### src/sv/vrad_pkg.sv
// Shared constants, types and the IMA step table of the ADPCM decoder.
package vrad_pkg;

  localparam int STEP_TABLE_ENTRIES_DEF = 80;
  localparam int IMA_TABLE_DEPTH        = 89;
  localparam int TWO_BIT_LIMIT          = 18;

  localparam int CODE_W   = 8;
  localparam int INDEX_W  = 7;
  localparam int STEP_W   = 15;
  localparam int PRED_W   = 12;
  localparam int SAMPLE_W = 16;
  localparam int BITPOS_W = 4;

  localparam logic signed [PRED_W-1:0] PRED_MIN = -12'sd2048;
  localparam logic signed [PRED_W-1:0] PRED_MAX = 12'sd2047;

  // Commands from the controller to the datapath.
  typedef struct packed {
    logic load;   // latch a new byte beat
    logic step;   // decode one code and register its sample
  } vrad_cmd_t;

  // Status from the datapath to the controller.
  typedef struct packed {
    logic last;   // the code decoded this cycle uses up the byte
  } vrad_sts_t;

  function automatic logic [STEP_W-1:0] ima_step(input logic [INDEX_W-1:0] idx);
    logic [STEP_W-1:0] v;
    case (idx)
      7'd0:  v = 15'd7;     7'd1:  v = 15'd8;     7'd2:  v = 15'd9;
      7'd3:  v = 15'd10;    7'd4:  v = 15'd11;    7'd5:  v = 15'd12;
      7'd6:  v = 15'd13;    7'd7:  v = 15'd14;    7'd8:  v = 15'd16;
      7'd9:  v = 15'd17;    7'd10: v = 15'd19;    7'd11: v = 15'd21;
      7'd12: v = 15'd23;    7'd13: v = 15'd25;    7'd14: v = 15'd28;
      7'd15: v = 15'd31;    7'd16: v = 15'd34;    7'd17: v = 15'd37;
      7'd18: v = 15'd41;    7'd19: v = 15'd45;    7'd20: v = 15'd50;
      7'd21: v = 15'd55;    7'd22: v = 15'd60;    7'd23: v = 15'd66;
      7'd24: v = 15'd73;    7'd25: v = 15'd80;    7'd26: v = 15'd88;
      7'd27: v = 15'd97;    7'd28: v = 15'd107;   7'd29: v = 15'd118;
      7'd30: v = 15'd130;   7'd31: v = 15'd143;   7'd32: v = 15'd157;
      7'd33: v = 15'd173;   7'd34: v = 15'd190;   7'd35: v = 15'd209;
      7'd36: v = 15'd230;   7'd37: v = 15'd253;   7'd38: v = 15'd279;
      7'd39: v = 15'd307;   7'd40: v = 15'd337;   7'd41: v = 15'd371;
      7'd42: v = 15'd408;   7'd43: v = 15'd449;   7'd44: v = 15'd494;
      7'd45: v = 15'd544;   7'd46: v = 15'd598;   7'd47: v = 15'd658;
      7'd48: v = 15'd724;   7'd49: v = 15'd796;   7'd50: v = 15'd876;
      7'd51: v = 15'd963;   7'd52: v = 15'd1060;  7'd53: v = 15'd1166;
      7'd54: v = 15'd1282;  7'd55: v = 15'd1411;  7'd56: v = 15'd1552;
      7'd57: v = 15'd1707;  7'd58: v = 15'd1878;  7'd59: v = 15'd2066;
      7'd60: v = 15'd2272;  7'd61: v = 15'd2499;  7'd62: v = 15'd2749;
      7'd63: v = 15'd3024;  7'd64: v = 15'd3327;  7'd65: v = 15'd3660;
      7'd66: v = 15'd4026;  7'd67: v = 15'd4428;  7'd68: v = 15'd4871;
      7'd69: v = 15'd5358;  7'd70: v = 15'd5894;  7'd71: v = 15'd6484;
      7'd72: v = 15'd7132;  7'd73: v = 15'd7845;  7'd74: v = 15'd8630;
      7'd75: v = 15'd9493;  7'd76: v = 15'd10442; 7'd77: v = 15'd11487;
      7'd78: v = 15'd12635; 7'd79: v = 15'd13899; 7'd80: v = 15'd15289;
      7'd81: v = 15'd16818; 7'd82: v = 15'd18500; 7'd83: v = 15'd20350;
      7'd84: v = 15'd22385; 7'd85: v = 15'd24623; 7'd86: v = 15'd27086;
      7'd87: v = 15'd29794;
      default: v = 15'd32767;
    endcase
    return v;
  endfunction

endpackage

### src/sv/vrad_ifs.sv
// Valid/ready channel interfaces for the decoder's byte input and sample output.
interface vrad_in_if import vrad_pkg::*; ();
  logic               valid;
  logic               ready;
  logic [CODE_W-1:0]  code_byte;
  logic               track_start;
  logic [INDEX_W-1:0] start_step_index;
  logic               track_end;

  modport source (output valid, code_byte, track_start, start_step_index, track_end,
                  input ready);
  modport sink   (input valid, code_byte, track_start, start_step_index, track_end,
                  output ready);
  modport monitor (input valid, ready, code_byte, track_start, start_step_index,
                   track_end);
endinterface

interface vrad_out_if import vrad_pkg::*; ();
  logic                       valid;
  logic                       ready;
  logic signed [SAMPLE_W-1:0] pcm_sample;
  logic                       last_of_byte;
  logic                       last_of_track;

  modport source (output valid, pcm_sample, last_of_byte, last_of_track, input ready);
  modport sink   (input valid, pcm_sample, last_of_byte, last_of_track, output ready);
  modport monitor (input valid, ready, pcm_sample, last_of_byte, last_of_track);
endinterface

### src/sv/vrad_ctrl.sv
// Controller state machine: byte acceptance, code sequencing and output valid.
module vrad_ctrl import vrad_pkg::*; (
  input  logic      clk,
  input  logic      rst_n,
  input  logic      in_valid,
  output logic      in_ready,
  output logic      out_valid,
  input  logic      out_ready,
  input  vrad_sts_t sts,
  output vrad_cmd_t cmd
);

  localparam logic ST_IDLE = 1'b0;
  localparam logic ST_RUN  = 1'b1;

  logic state_r, state_nxt;
  logic out_valid_r, out_valid_nxt;

  assign in_ready  = (state_r == ST_IDLE);
  assign out_valid = out_valid_r;

  always_comb begin
    cmd.load      = 1'b0;
    cmd.step      = 1'b0;
    state_nxt     = state_r;
    out_valid_nxt = out_valid_r && !out_ready;
    case (state_r)
      ST_IDLE: begin
        if (in_valid) begin
          cmd.load  = 1'b1;
          state_nxt = ST_RUN;
        end
      end
      ST_RUN: begin
        // A code is decoded only when the output register is free this cycle.
        if (!out_valid_r || out_ready) begin
          cmd.step      = 1'b1;
          out_valid_nxt = 1'b1;
          if (sts.last) begin
            state_nxt = ST_IDLE;
          end
        end
      end
      default: begin
        state_nxt = ST_IDLE;
      end
    endcase
  end

  always_ff @(posedge clk) begin
    if (!rst_n) begin
      state_r     <= ST_IDLE;
      out_valid_r <= 1'b0;
    end else begin
      state_r     <= state_nxt;
      out_valid_r <= out_valid_nxt;
    end
  end

endmodule

### src/sv/vrad_datapath.sv
// Datapath: code extraction, step table lookup, predictor update and sample register.
module vrad_datapath import vrad_pkg::*; #(
  parameter int STEP_TABLE_ENTRIES = STEP_TABLE_ENTRIES_DEF
) (
  input  logic                       clk,
  input  logic                       rst_n,
  input  vrad_cmd_t                  cmd,
  output vrad_sts_t                  sts,
  input  logic [CODE_W-1:0]          code_byte,
  input  logic                       track_start,
  input  logic [INDEX_W-1:0]         start_step_index,
  input  logic                       track_end,
  output logic signed [SAMPLE_W-1:0] pcm_sample,
  output logic                       last_of_byte,
  output logic                       last_of_track
);

  localparam logic [INDEX_W-1:0] MAX_POS = INDEX_W'(STEP_TABLE_ENTRIES - 1);
  localparam int MAG_W = STEP_W + 2;
  localparam int SUM_W = MAG_W + 2;

  logic [CODE_W-1:0]        bits_r, bits_nxt;
  logic [BITPOS_W-1:0]      bitpos_r, bitpos_nxt;
  logic                     end_r;
  logic signed [PRED_W-1:0] pred_r, pred_nxt;
  logic [INDEX_W-1:0]       step_pos_r, step_pos_nxt;
  logic signed [SAMPLE_W-1:0] sample_r;
  logic                     last_byte_r, last_track_r;

  logic [STEP_W-1:0]        step;
  logic                     use4;
  logic [MAG_W-1:0]         mag;
  logic                     neg;
  logic signed [4:0]        adj;
  logic signed [INDEX_W+1:0] newpos;
  logic signed [MAG_W:0]    diff;
  logic signed [SUM_W-1:0]  sum;
  logic [INDEX_W-1:0]       start_clamped;

  assign step = ima_step(step_pos_r);
  // Four-bit codes need a large enough step and at least four unread bits.
  assign use4 = (step_pos_r >= INDEX_W'(TWO_BIT_LIMIT)) && (bitpos_r <= BITPOS_W'(4));

  always_comb begin
    mag = MAG_W'(step >> 3);
    if (use4) begin
      if (bits_r[0]) mag = mag + MAG_W'(step >> 2);
      if (bits_r[1]) mag = mag + MAG_W'(step >> 1);
      if (bits_r[2]) mag = mag + MAG_W'(step);
      neg = bits_r[3];
      adj = bits_r[2] ? signed'({2'b00, bits_r[1:0], 1'b0}) + 5'sd2 : -5'sd1;
      bits_nxt   = bits_r >> 4;
      bitpos_nxt = bitpos_r + BITPOS_W'(4);
    end else begin
      if (bits_r[0]) mag = mag + MAG_W'(step);
      neg = bits_r[1];
      adj = bits_r[0] ? 5'sd2 : -5'sd1;
      bits_nxt   = bits_r >> 2;
      bitpos_nxt = bitpos_r + BITPOS_W'(2);
    end

    newpos = signed'({2'b00, step_pos_r}) + (INDEX_W+2)'(adj);
    if (newpos < 0) begin
      step_pos_nxt = '0;
    end else if (newpos > signed'({2'b00, MAX_POS})) begin
      step_pos_nxt = MAX_POS;
    end else begin
      step_pos_nxt = newpos[INDEX_W-1:0];
    end

    diff = neg ? -signed'({1'b0, mag}) : signed'({1'b0, mag});
    sum  = SUM_W'(pred_r) + SUM_W'(diff);
    if (sum < SUM_W'(PRED_MIN)) begin
      pred_nxt = PRED_MIN;
    end else if (sum > SUM_W'(PRED_MAX)) begin
      pred_nxt = PRED_MAX;
    end else begin
      pred_nxt = sum[PRED_W-1:0];
    end
  end

  assign start_clamped = (start_step_index > MAX_POS) ? MAX_POS : start_step_index;
  assign sts.last      = bitpos_nxt[BITPOS_W-1];

  always_ff @(posedge clk) begin
    if (!rst_n) begin
      pred_r     <= '0;
      step_pos_r <= '0;
    end else if (cmd.load) begin
      if (track_start) begin
        pred_r     <= '0;
        step_pos_r <= start_clamped;
      end
    end else if (cmd.step) begin
      pred_r     <= pred_nxt;
      step_pos_r <= step_pos_nxt;
    end
  end

  always_ff @(posedge clk) begin
    if (cmd.load) begin
      bits_r   <= code_byte;
      bitpos_r <= '0;
      end_r    <= track_end;
    end else if (cmd.step) begin
      bits_r   <= bits_nxt;
      bitpos_r <= bitpos_nxt;
    end
    if (cmd.step) begin
      sample_r     <= {pred_nxt, 4'b0000};
      last_byte_r  <= sts.last;
      last_track_r <= sts.last && end_r;
    end
  end

  assign pcm_sample    = sample_r;
  assign last_of_byte  = last_byte_r;
  assign last_of_track = last_track_r;

endmodule

### src/sv/variable_rate_adpcm_decoder_unit.sv
// A byte beat is accepted while the controller is idle; its first sample is registered by the
// first decode step. Each byte decodes into two to four samples, one per cycle while the output
// is not stalled, because every code depends on the step index and predictor left by the code
// before it (step table plus predictor adder loop). No byte is accepted while one is decoding.
// Reset is synchronous and active low; it clears the predictor, the step index and output valid.
module variable_rate_adpcm_decoder_unit import vrad_pkg::*; #(
  parameter int STEP_TABLE_ENTRIES = STEP_TABLE_ENTRIES_DEF
) (
  input logic       clk,
  input logic       rst_n,
  vrad_in_if.sink   in_ch,
  vrad_out_if.source out_ch
);

  // Commands and status between the sequencing controller and the datapath.
  vrad_cmd_t cmd;
  vrad_sts_t sts;

  // The controller accepts a byte beat whenever it is idle, even while the
  // last sample of the previous byte still waits in the output register.
  // It then issues one decode step per cycle in which the output register
  // is empty or being drained, until the datapath reports the byte used up.
  vrad_ctrl u_ctrl (
    .clk       (clk),
    .rst_n     (rst_n),
    .in_valid  (in_ch.valid),
    .in_ready  (in_ch.ready),
    .out_valid (out_ch.valid),
    .out_ready (out_ch.ready),
    .sts       (sts),
    .cmd       (cmd)
  );

  // The datapath holds the byte being decoded, the predictor and step index,
  // and the registered output sample with its end-of-byte and end-of-track flags.
  vrad_datapath #(
    .STEP_TABLE_ENTRIES (STEP_TABLE_ENTRIES)
  ) u_dp (
    .clk              (clk),
    .rst_n            (rst_n),
    .cmd              (cmd),
    .sts              (sts),
    .code_byte        (in_ch.code_byte),
    .track_start      (in_ch.track_start),
    .start_step_index (in_ch.start_step_index),
    .track_end        (in_ch.track_end),
    .pcm_sample       (out_ch.pcm_sample),
    .last_of_byte     (out_ch.last_of_byte),
    .last_of_track    (out_ch.last_of_track)
  );

endmodule

### src/flat_wrapper.sv
// flat-port wrapper written by rule: the top's interface ports become plain ports
module variable_rate_adpcm_decoder_unit_flat import vrad_pkg::*;
#(
  parameter int STEP_TABLE_ENTRIES = STEP_TABLE_ENTRIES_DEF
)
  (clk, rst_n, in_ch_valid, in_ch_code_byte, in_ch_track_start, in_ch_start_step_index, in_ch_track_end, in_ch_ready, out_ch_valid, out_ch_pcm_sample, out_ch_last_of_byte, out_ch_last_of_track, out_ch_ready);
  vrad_in_if in_ch_i ();
  vrad_out_if out_ch_i ();
  input logic clk;
  input logic rst_n;
  input wire logic [$bits(in_ch_i.valid)-1:0] in_ch_valid;
  input wire logic [$bits(in_ch_i.code_byte)-1:0] in_ch_code_byte;
  input wire logic [$bits(in_ch_i.track_start)-1:0] in_ch_track_start;
  input wire logic [$bits(in_ch_i.start_step_index)-1:0] in_ch_start_step_index;
  input wire logic [$bits(in_ch_i.track_end)-1:0] in_ch_track_end;
  output wire logic [$bits(in_ch_i.ready)-1:0] in_ch_ready;
  output wire logic [$bits(out_ch_i.valid)-1:0] out_ch_valid;
  output wire logic [$bits(out_ch_i.pcm_sample)-1:0] out_ch_pcm_sample;
  output wire logic [$bits(out_ch_i.last_of_byte)-1:0] out_ch_last_of_byte;
  output wire logic [$bits(out_ch_i.last_of_track)-1:0] out_ch_last_of_track;
  input wire logic [$bits(out_ch_i.ready)-1:0] out_ch_ready;
  assign in_ch_i.valid = in_ch_valid;
  assign in_ch_i.code_byte = in_ch_code_byte;
  assign in_ch_i.track_start = in_ch_track_start;
  assign in_ch_i.start_step_index = in_ch_start_step_index;
  assign in_ch_i.track_end = in_ch_track_end;
  assign in_ch_ready = in_ch_i.ready;
  assign out_ch_valid = out_ch_i.valid;
  assign out_ch_pcm_sample = out_ch_i.pcm_sample;
  assign out_ch_last_of_byte = out_ch_i.last_of_byte;
  assign out_ch_last_of_track = out_ch_i.last_of_track;
  assign out_ch_i.ready = out_ch_ready;
  variable_rate_adpcm_decoder_unit #(.STEP_TABLE_ENTRIES(STEP_TABLE_ENTRIES)) u_core (.clk(clk), .rst_n(rst_n), .in_ch(in_ch_i), .out_ch(out_ch_i));
endmodule
### config.mk
export PLATFORM = sky130hd
export DESIGN_NAME = variable_rate_adpcm_decoder_unit_flat
export DESIGN_NICKNAME = d
export VERILOG_FILES = /design/src/sv/vrad_pkg.sv /design/src/sv/vrad_ifs.sv /design/src/sv/vrad_ctrl.sv /design/src/sv/vrad_datapath.sv /design/src/sv/variable_rate_adpcm_decoder_unit.sv /design/src/flat_wrapper.sv
export SDC_FILE = /design/constraint.sdc
export NUM_CORES = 1
export LEC_CHECK = 0
export BUFFER_PORTS_ARGS = -buffer_cell sky130_fd_sc_hd__buf_2
export CAP_MARGIN = 20
export CORE_ASPECT_RATIO = 2
export CORE_UTILIZATION = 65
export CTS_CLUSTER_DIAMETER = 80
export CTS_CLUSTER_SIZE = 40
export DETAILED_ROUTE_END_ITERATION = 10
export PLACE_DENSITY_LB_ADDON = 0.1
export SLEW_MARGIN = 20
export SYNTH_ARGS = -nofsm -noshare
export SYNTH_HDL_FRONTEND = slang
export SYNTH_SLANG_ARGS = --single-unit
export TNS_END_PERCENT = 50
### constraint.sdc
create_clock -name clk -period 16.8 [get_ports clk]
set_input_delay 0.84 -clock clk [delete_from_list [all_inputs] [get_ports clk]]
set_output_delay 0.84 -clock clk [all_outputs]
set_load 0.03 [all_outputs]
Word level (Yosys, flattened, before mapping)
Memory sizes are Yosys's and may differ from the RTL's. A register that Yosys moved wholly into a read port is not among the register bits. Index checks and enable logic that the tools add are counted.

Memories kept: 1. Register bits: 48. Output and inout bits: 20. ROM bits: 1920. Bits of input ports: 21.

Memories: (name not given) (words 128, width 15, rd ports 1, clocked after Yosys merged registers in 1, wr ports 0, RTL line vrad_pkg.sv:31) `case (idx)`.

Bitwise operators: 1. Magnitude comparators: 7. Reduce and logical (&&, ||, !) cells: 8. Mux-type cells: 38. Add/subtract/negate cells: 10. Eq/ne operators: 1.

Operators with widths (count): 17-bit two-way mux (6); 12-bit two-way mux (5); 7-bit two-way mux (8); 12-bit by 18-bit adder with 19-bit output (1); 19-bit by 12-bit greater-than comparator with 1-bit output (second input constant) (1); 19-bit by 12-bit < comparator with 1-bit output (second input constant) (1); 18-bit two-way mux (1); 17-bit negator with 18-bit output (1); 17-bit by 14-bit adder with 17-bit output (1); 17-bit by 15-bit adder with 17-bit output (1); 12-bit by 15-bit adder with 16-bit output (1); 16-bit two-way mux (1); 8-bit two-way mux (2); 5-bit two-way mux (3); 12-bit by 13-bit adder with 14-bit output (1); 8-bit by 5-bit adder with 9-bit output (1); 9-bit by 8-bit greater-than comparator with 1-bit output (second input constant) (1); 9-bit by 1-bit < comparator with 1-bit output (second input constant) (1); 1-bit two-way mux (9); 7-bit by 5-bit >= comparator with 1-bit output (second input constant) (1); 7-bit greater-than comparator (second input constant) (1); 6-bit two-way mux (1); 3-bit by 2-bit adder with 4-bit output (second input constant) (1); 4-bit by 2-bit adder with 4-bit output (second input constant) (1); other kinds (11) (14).

Depth between registers and ports, before layout
Word-level depth: 17. Gate-level depth with buffers: 41. Gate-level depth less buffers: 40.

Cells and area by module
From an unflattened synthesis, not the netlist that was laid out.

Cell total of the unflattened synthesis: 1283. Area total of the unflattened synthesis: 9556.7 sq um.

By module, submodules not included: vrad_datapath (cells an instance 1274, times used 1, area an instance 9464.1 sq um); vrad_ctrl (cells an instance 9, times used 1, area an instance 92.6 sq um).

Least setup slack after synthesis
OpenSTA, ideal clock, no wires.

Kind: register to register. Start point: register, netlist name u_core.u_dp.step[3]. End point: register u_core.u_dp.sample_r[4] (netlist: u_core.u_dp.pcm_sample[4]), data pin. Setup time: 0.254 ns. Period minus slack after synthesis: 7.643 ns. Required time: 16.546 ns. Path slack: 9.157 ns. Cell stages (with the launch flop): 39. Arrival: 7.389 ns. Cell sequence: dfxtp_1 > ha_1 > inv_1 > fa_1 > nand2_1 > o21ai_0 > inv_1 > ha_1 > a21o_1 > a21o_1 > a2111oi_2 > nor2_1 > nor2_1 > xor2_1 > nor2_1 > a21o_1 > ha_1 > a21o_1 > [... 3 more ...] > a211oi_1 > o31ai_1 > nor4_1 > nor3b_2 > and3b_2 > a41oi_1 > xnor2_1 > ha_1 > clkbuf_1 > a21o_1 > a31o_2 > a21o_1 > a21oi_1 > xnor2_1 > a31oi_1 > clkbuf_1 > inv_1 > a21o_1.

Word-level cells in the longest chain between the ends: 15. Elaborated cells on any way between the ends: 18. Classes of those cells: 6 x add/sub; 2 x order compare; 10 x mux.

RTL lines: 12-bit by 13-bit adder with 14-bit output (RTL line vrad_datapath.sv:47) `if (bits_r[0]) mag = mag + MAG_W'(step >> 2);`; 17-bit two-way mux (RTL line vrad_datapath.sv:47); 17-bit two-way mux (RTL line vrad_datapath.sv:46) `if (use4) begin`; 17-bit by 14-bit adder with 17-bit output (RTL line vrad_datapath.sv:48) `if (bits_r[1]) mag = mag + MAG_W'(step >> 1);`; 17-bit two-way mux (RTL line vrad_datapath.sv:48); 17-bit two-way mux (RTL line vrad_datapath.sv:46); 17-bit by 15-bit adder with 17-bit output (RTL line vrad_datapath.sv:49) `if (bits_r[2]) mag = mag + MAG_W'(step);`; 17-bit two-way mux (RTL line vrad_datapath.sv:49); 17-bit two-way mux (*) (RTL line vrad_datapath.sv:46); 17-bit negator with 18-bit output (RTL line vrad_datapath.sv:71) `diff = neg ? -signed'({1'b0, mag}) : signed'({1'b0, mag});`; 18-bit two-way mux (*) (RTL line vrad_datapath.sv:71); 12-bit by 18-bit adder with 19-bit output (*) (RTL line vrad_datapath.sv:72) `sum = SUM_W'(pred_r) + SUM_W'(diff);`; 19-bit by 12-bit greater-than comparator with 1-bit output (RTL line vrad_datapath.sv:75) `end else if (sum > SUM_W'(PRED_MAX)) begin`; 12-bit two-way mux (RTL line vrad_datapath.sv:75); 12-bit two-way mux (*) (RTL line vrad_datapath.sv:73) `if (sum < SUM_W'(PRED_MIN)) begin`; named net u_core.u_dp.pred_nxt[0] (RTL line vrad_datapath.sv:25) `logic signed [PRED_W-1:0] pred_r, pred_nxt;`; end signal, assigned (RTL line vrad_datapath.sv:110) `sample_r <= {pred_nxt, 4'b0000};`; end, declared (RTL line vrad_datapath.sv:27) `logic signed [SAMPLE_W-1:0] sample_r;`.

Mark *: on every way through the listed nets, which the timed path passes. The rest lies on a longest branch. The select of a mux whose other input is x is not followed. A chain may end at the register's enable or synchronous reset.

Final worst setup path
Start point: register, netlist name u_core.u_dp.step[4]. End point: register u_core.u_dp.pred_r[1].

Word-level cells in the longest chain between the ends: 17. Elaborated cells on any way between the ends: 20. Classes of those cells: 6 x add/sub; 2 x order compare; 12 x mux.

RTL lines: 12-bit by 13-bit adder with 14-bit output (RTL line vrad_datapath.sv:47); 17-bit two-way mux (RTL line vrad_datapath.sv:47); 17-bit two-way mux (RTL line vrad_datapath.sv:46); 17-bit by 14-bit adder with 17-bit output (RTL line vrad_datapath.sv:48); 17-bit two-way mux (RTL line vrad_datapath.sv:48); 17-bit two-way mux (RTL line vrad_datapath.sv:46); 17-bit by 15-bit adder with 17-bit output (RTL line vrad_datapath.sv:49); 17-bit two-way mux (RTL line vrad_datapath.sv:49); 17-bit two-way mux (*) (RTL line vrad_datapath.sv:46); 17-bit negator with 18-bit output (RTL line vrad_datapath.sv:71); 18-bit two-way mux (*) (RTL line vrad_datapath.sv:71); 12-bit by 18-bit adder with 19-bit output (*) (RTL line vrad_datapath.sv:72); 19-bit by 12-bit greater-than comparator with 1-bit output (RTL line vrad_datapath.sv:75); 12-bit two-way mux (RTL line vrad_datapath.sv:75); 12-bit two-way mux (*) (RTL line vrad_datapath.sv:73); 12-bit two-way mux (*) (RTL line vrad_datapath.sv:94) `end else if (cmd.step) begin`; 12-bit two-way mux (*) (RTL line vrad_datapath.sv:89) `end else if (cmd.load) begin`; end signal, assigned (RTL line vrad_datapath.sv:95) `pred_r <= pred_nxt;`; end, declared (RTL line vrad_datapath.sv:25).

Every way passes the cells marked *; elsewhere a longest branch is shown, timed or not. The select of a mux whose other input is x is not followed.

==> run summary <==
number of global-route vias before repair = 9764
fill cell total of the finished layout = 1249
worst path arrival time = 9.20 ns
Max Clock Freq = 0.1113 GHz
Placed Area = 0.009569 mm2
TritonCTS Buffers = 9
Final setup viols = 0
Reg clk slew, reported paths = 0.06 ns
unrepaired setup endpoints after global routing = false
area grow syn2layout = 5.800%
Adder-Cell Fraction of Synth Area = 0.1441
critical path's slowest cell = a31oi_1
Storage cell area = 0.001471 mm2
CP required = 17.02 ns
largest family of logic cells by synthesized area = compound AO/OA/AOI/OAI gates
Final HPWL DP = 23090 um
ratio of cells with drive above 1 in the final layout = 0.08651
Nets = 1380
DRT antenna net count = 0
Top Layer Used = met4
Post-Route WL = 30780 um
vias = 10050
Met1 Wirelength = 10230 um
leading area contributor after synthesis = ha_1
Avg Cell Area, Syn = 7.431 um2
Crit path top cell by count = a21oi_1
Ports = 41
port bufs = 36
Residual DRC = 0
gr ovfl total = 0
DRT iter0 DRCs = 702
area used by multi-input combinational logic = 0.007388 mm2
Synth Area in XOR/XNOR = 0.06952
global-route wire length before repair = 48790 um
CP Class = reg -> reg
Yosys warnings = 0
CTS Sinks = 62
part of the cycle the worst path needs = 0.5347
Setup WS pre-CTS = 8.107 ns
met2 WL post-DR = 15500 um
minimum clock period = 8.984 ns
clk_skew = 0.004612 ns
PostCTS Resize Cnt = 0
Worst path max stage delay = 0.67 ns
clk root buf = clkbuf_16
CP max FO = 12
initial antenna violation count = 0
Slew Viols, Final = 0
Die Wd = 86.77 um
Worst setup EP type = flop
Synth area leaders = ha_1, dfxtp_1, edfxtp_1
CTS tree = done
Hold Crit Class = reg -> reg
Placeable Area = 0.01397 mm2
fin util = 0.7075
Met3 Wirelength = 2092 um
max cap viols = 0
pin count of the biggest net entering global routing = 49
synthesized-area fraction occupied by and/or/nand/nor cells = 0.2175
Yosys cell types = 99
WL/cell = 21.24 um
final setup margin = 7.816 ns
ANT cells = 0
run status = finished, final reports clean
CTS H-tree lvls = 3
cells after synthesis = 1257
height of the die = 171.5 um
sequential share of the synthesized area = 0.1575
post-route cell area = 0.009882 mm2
Main synth FF type = dfxtp_1
routability cong. = 1.001
Tot GR Track Use = 0.4263
Async SR Flop Fraction = 0
Hold Violations, Final = 0
Die ar. = 0.01488 mm2
Pre-antenna DRT Iters = 5
post-CTS setup buffer count = 0
Initial Utilization = 0.6687
Hold Buf Count CTS = 0
setup total negative slack = 0 ns
Worst slew margin = 0.3120
Synth top area share = 0.1313
num rows = 61
worst-margin pin slew = 1.026 ns
post-synthesis mux area share = 0.01648
number of synthesized flops with an enable pin = 23
Synth Area in Compound Gates = 0.3409
Max clock buf depth = 2
synthesized cell area = 0.009340 mm2
worst skew pair latency = 0.34 ns
Via-to-Cell Ratio = 6.932
critical path launch point type = flop
FF+latch count, synth = 62
[registers in the layout, summed over array words and instances (netlist names)]
register and cells:
u_core.u_dp.last_of_byte 1, u_core.u_ctrl.state_r 1, u_core.u_dp.bits_r 8, u_core.u_dp.end_r 1
u_core.u_dp.pcm_sample 12, u_core.u_dp.step_pos_r 7, u_core.u_dp.last_of_track 1, u_core.u_dp.bitpos_r 3
u_core.u_dp.step 15, u_core.u_ctrl.out_valid 1, u_core.u_dp.pred_r 12
[logic make-up after synthesis]
| family | count (synthesis) |
|---|---|
| xor+xnor | 69 |
| simple gates | 420 |
| compound gates | 464 |
| flops | 62 |
| fa+ha+maj | 104 |
| mux | 15 |
| buf+inv | 122 |
| other cells | 1 |
[worst max-delay path, delay by kind of cell, from the launching register on]
kind            cells  cell delay (ns)
compound gates     21             4.87
simple gates        8             1.22
xor+xnor            4             0.70
flops               1             0.57
fa+ha+maj           4             1.50
[Yosys cell counts (5+ instances only)]
cell type,count
a211oi_1,17
nand4_1,5
nand2b_1,19
o211ai_1,16
a21oi_1,113
o21a_1,25
and3_1,9
nor2b_1,20
inv_2,6
dfxtp_1,39
or3_1,11
nand3b_1,9
o211a_1,7
nand3_1,24
fa_1,6
nor2_1,126
ha_1,98
a311oi_1,5
xor2_1,24
nor3_1,35
inv_1,52
edfxtp_1,23
a21o_1,39
a211o_1,7
buf_2,17
o31ai_1,15
o21ai_0,94
a31oi_1,19
clkbuf_1,32
a32oi_1,10
and2_1,9
buf_1,7
a21oi_2,5
mux2i_1,12
nor4_1,7
a221oi_1,6
xnor2_1,42
nand2_1,118
o221ai_1,6
o22ai_1,10
nor3b_1,7
a22oi_1,6
[final cells by class]
type / instances / share of cell area
multi-input cells: 1076 / 0.7477
flip-flops and latches: 62 / 0.1489
repair buffers: 44 / 0.02456
inverters: 62 / 0.02406
well taps: 189 / 0.02393
clock buffers: 9 / 0.02279
clock inverters: 7 / 0.008103
[path summary, 6_finish.rpt]
kind / slack, ns / to / depth (start not counted) / from
max: 7.82 / u_core.u_dp.pred_r[1] / 37 / u_core.u_dp.step[4]
min: 0.48 / u_core.u_dp.pred_r[8] / 2 / u_core.u_dp.pred_r[8]
min reg2reg: 0.48 / u_core.u_dp.pred_r[8] / 2 / u_core.u_dp.pred_r[8]
max reg2reg: 7.82 / u_core.u_dp.pred_r[1] / 37 / u_core.u_dp.step[4]
[layer usage]
metal,vias up,track usage
li1,4668,-
met1,4656,0.4110
met2,495,0.7471
met3,226,0.09837
met4,0,0.3696
met5,-,0
[metrics by stage]
stage,hold slack [ns],cells
after floorplan,0.4315,1260
after global placement,0.4520,1432
after detailed placement,0.4671,1433
after CTS,0.4829,1449
after global routing,0.5040,1449
final,0.4808,1449
[placed cells by master, fill, tap and decap left out, drive strengths merged, types with 8 or more instances in the layout]
cell / n
a211oi: 17
a21o: 39
a21oi: 118
a31oi: 20
a32oi: 10
and2: 9
and3: 10
buf: 43
clkbuf: 9
dfxtp: 39
edfxtp: 23
ha: 98
inv: 62
mux2i: 12
nand2: 122
nand2b: 20
nand3: 24
nand3b: 9
nor2: 126
nor2b: 20
nor3: 36
nor3b: 8
o211a: 8
o211ai: 16
o21a: 25
o21ai: 100
o22ai: 10
o31ai: 17
or3: 11
xnor2: 44
xor2: 25
Power is left out: the tool's default activity adds up to more than one toggle a clock period on the data nets, which glitch-free logic cannot reach.
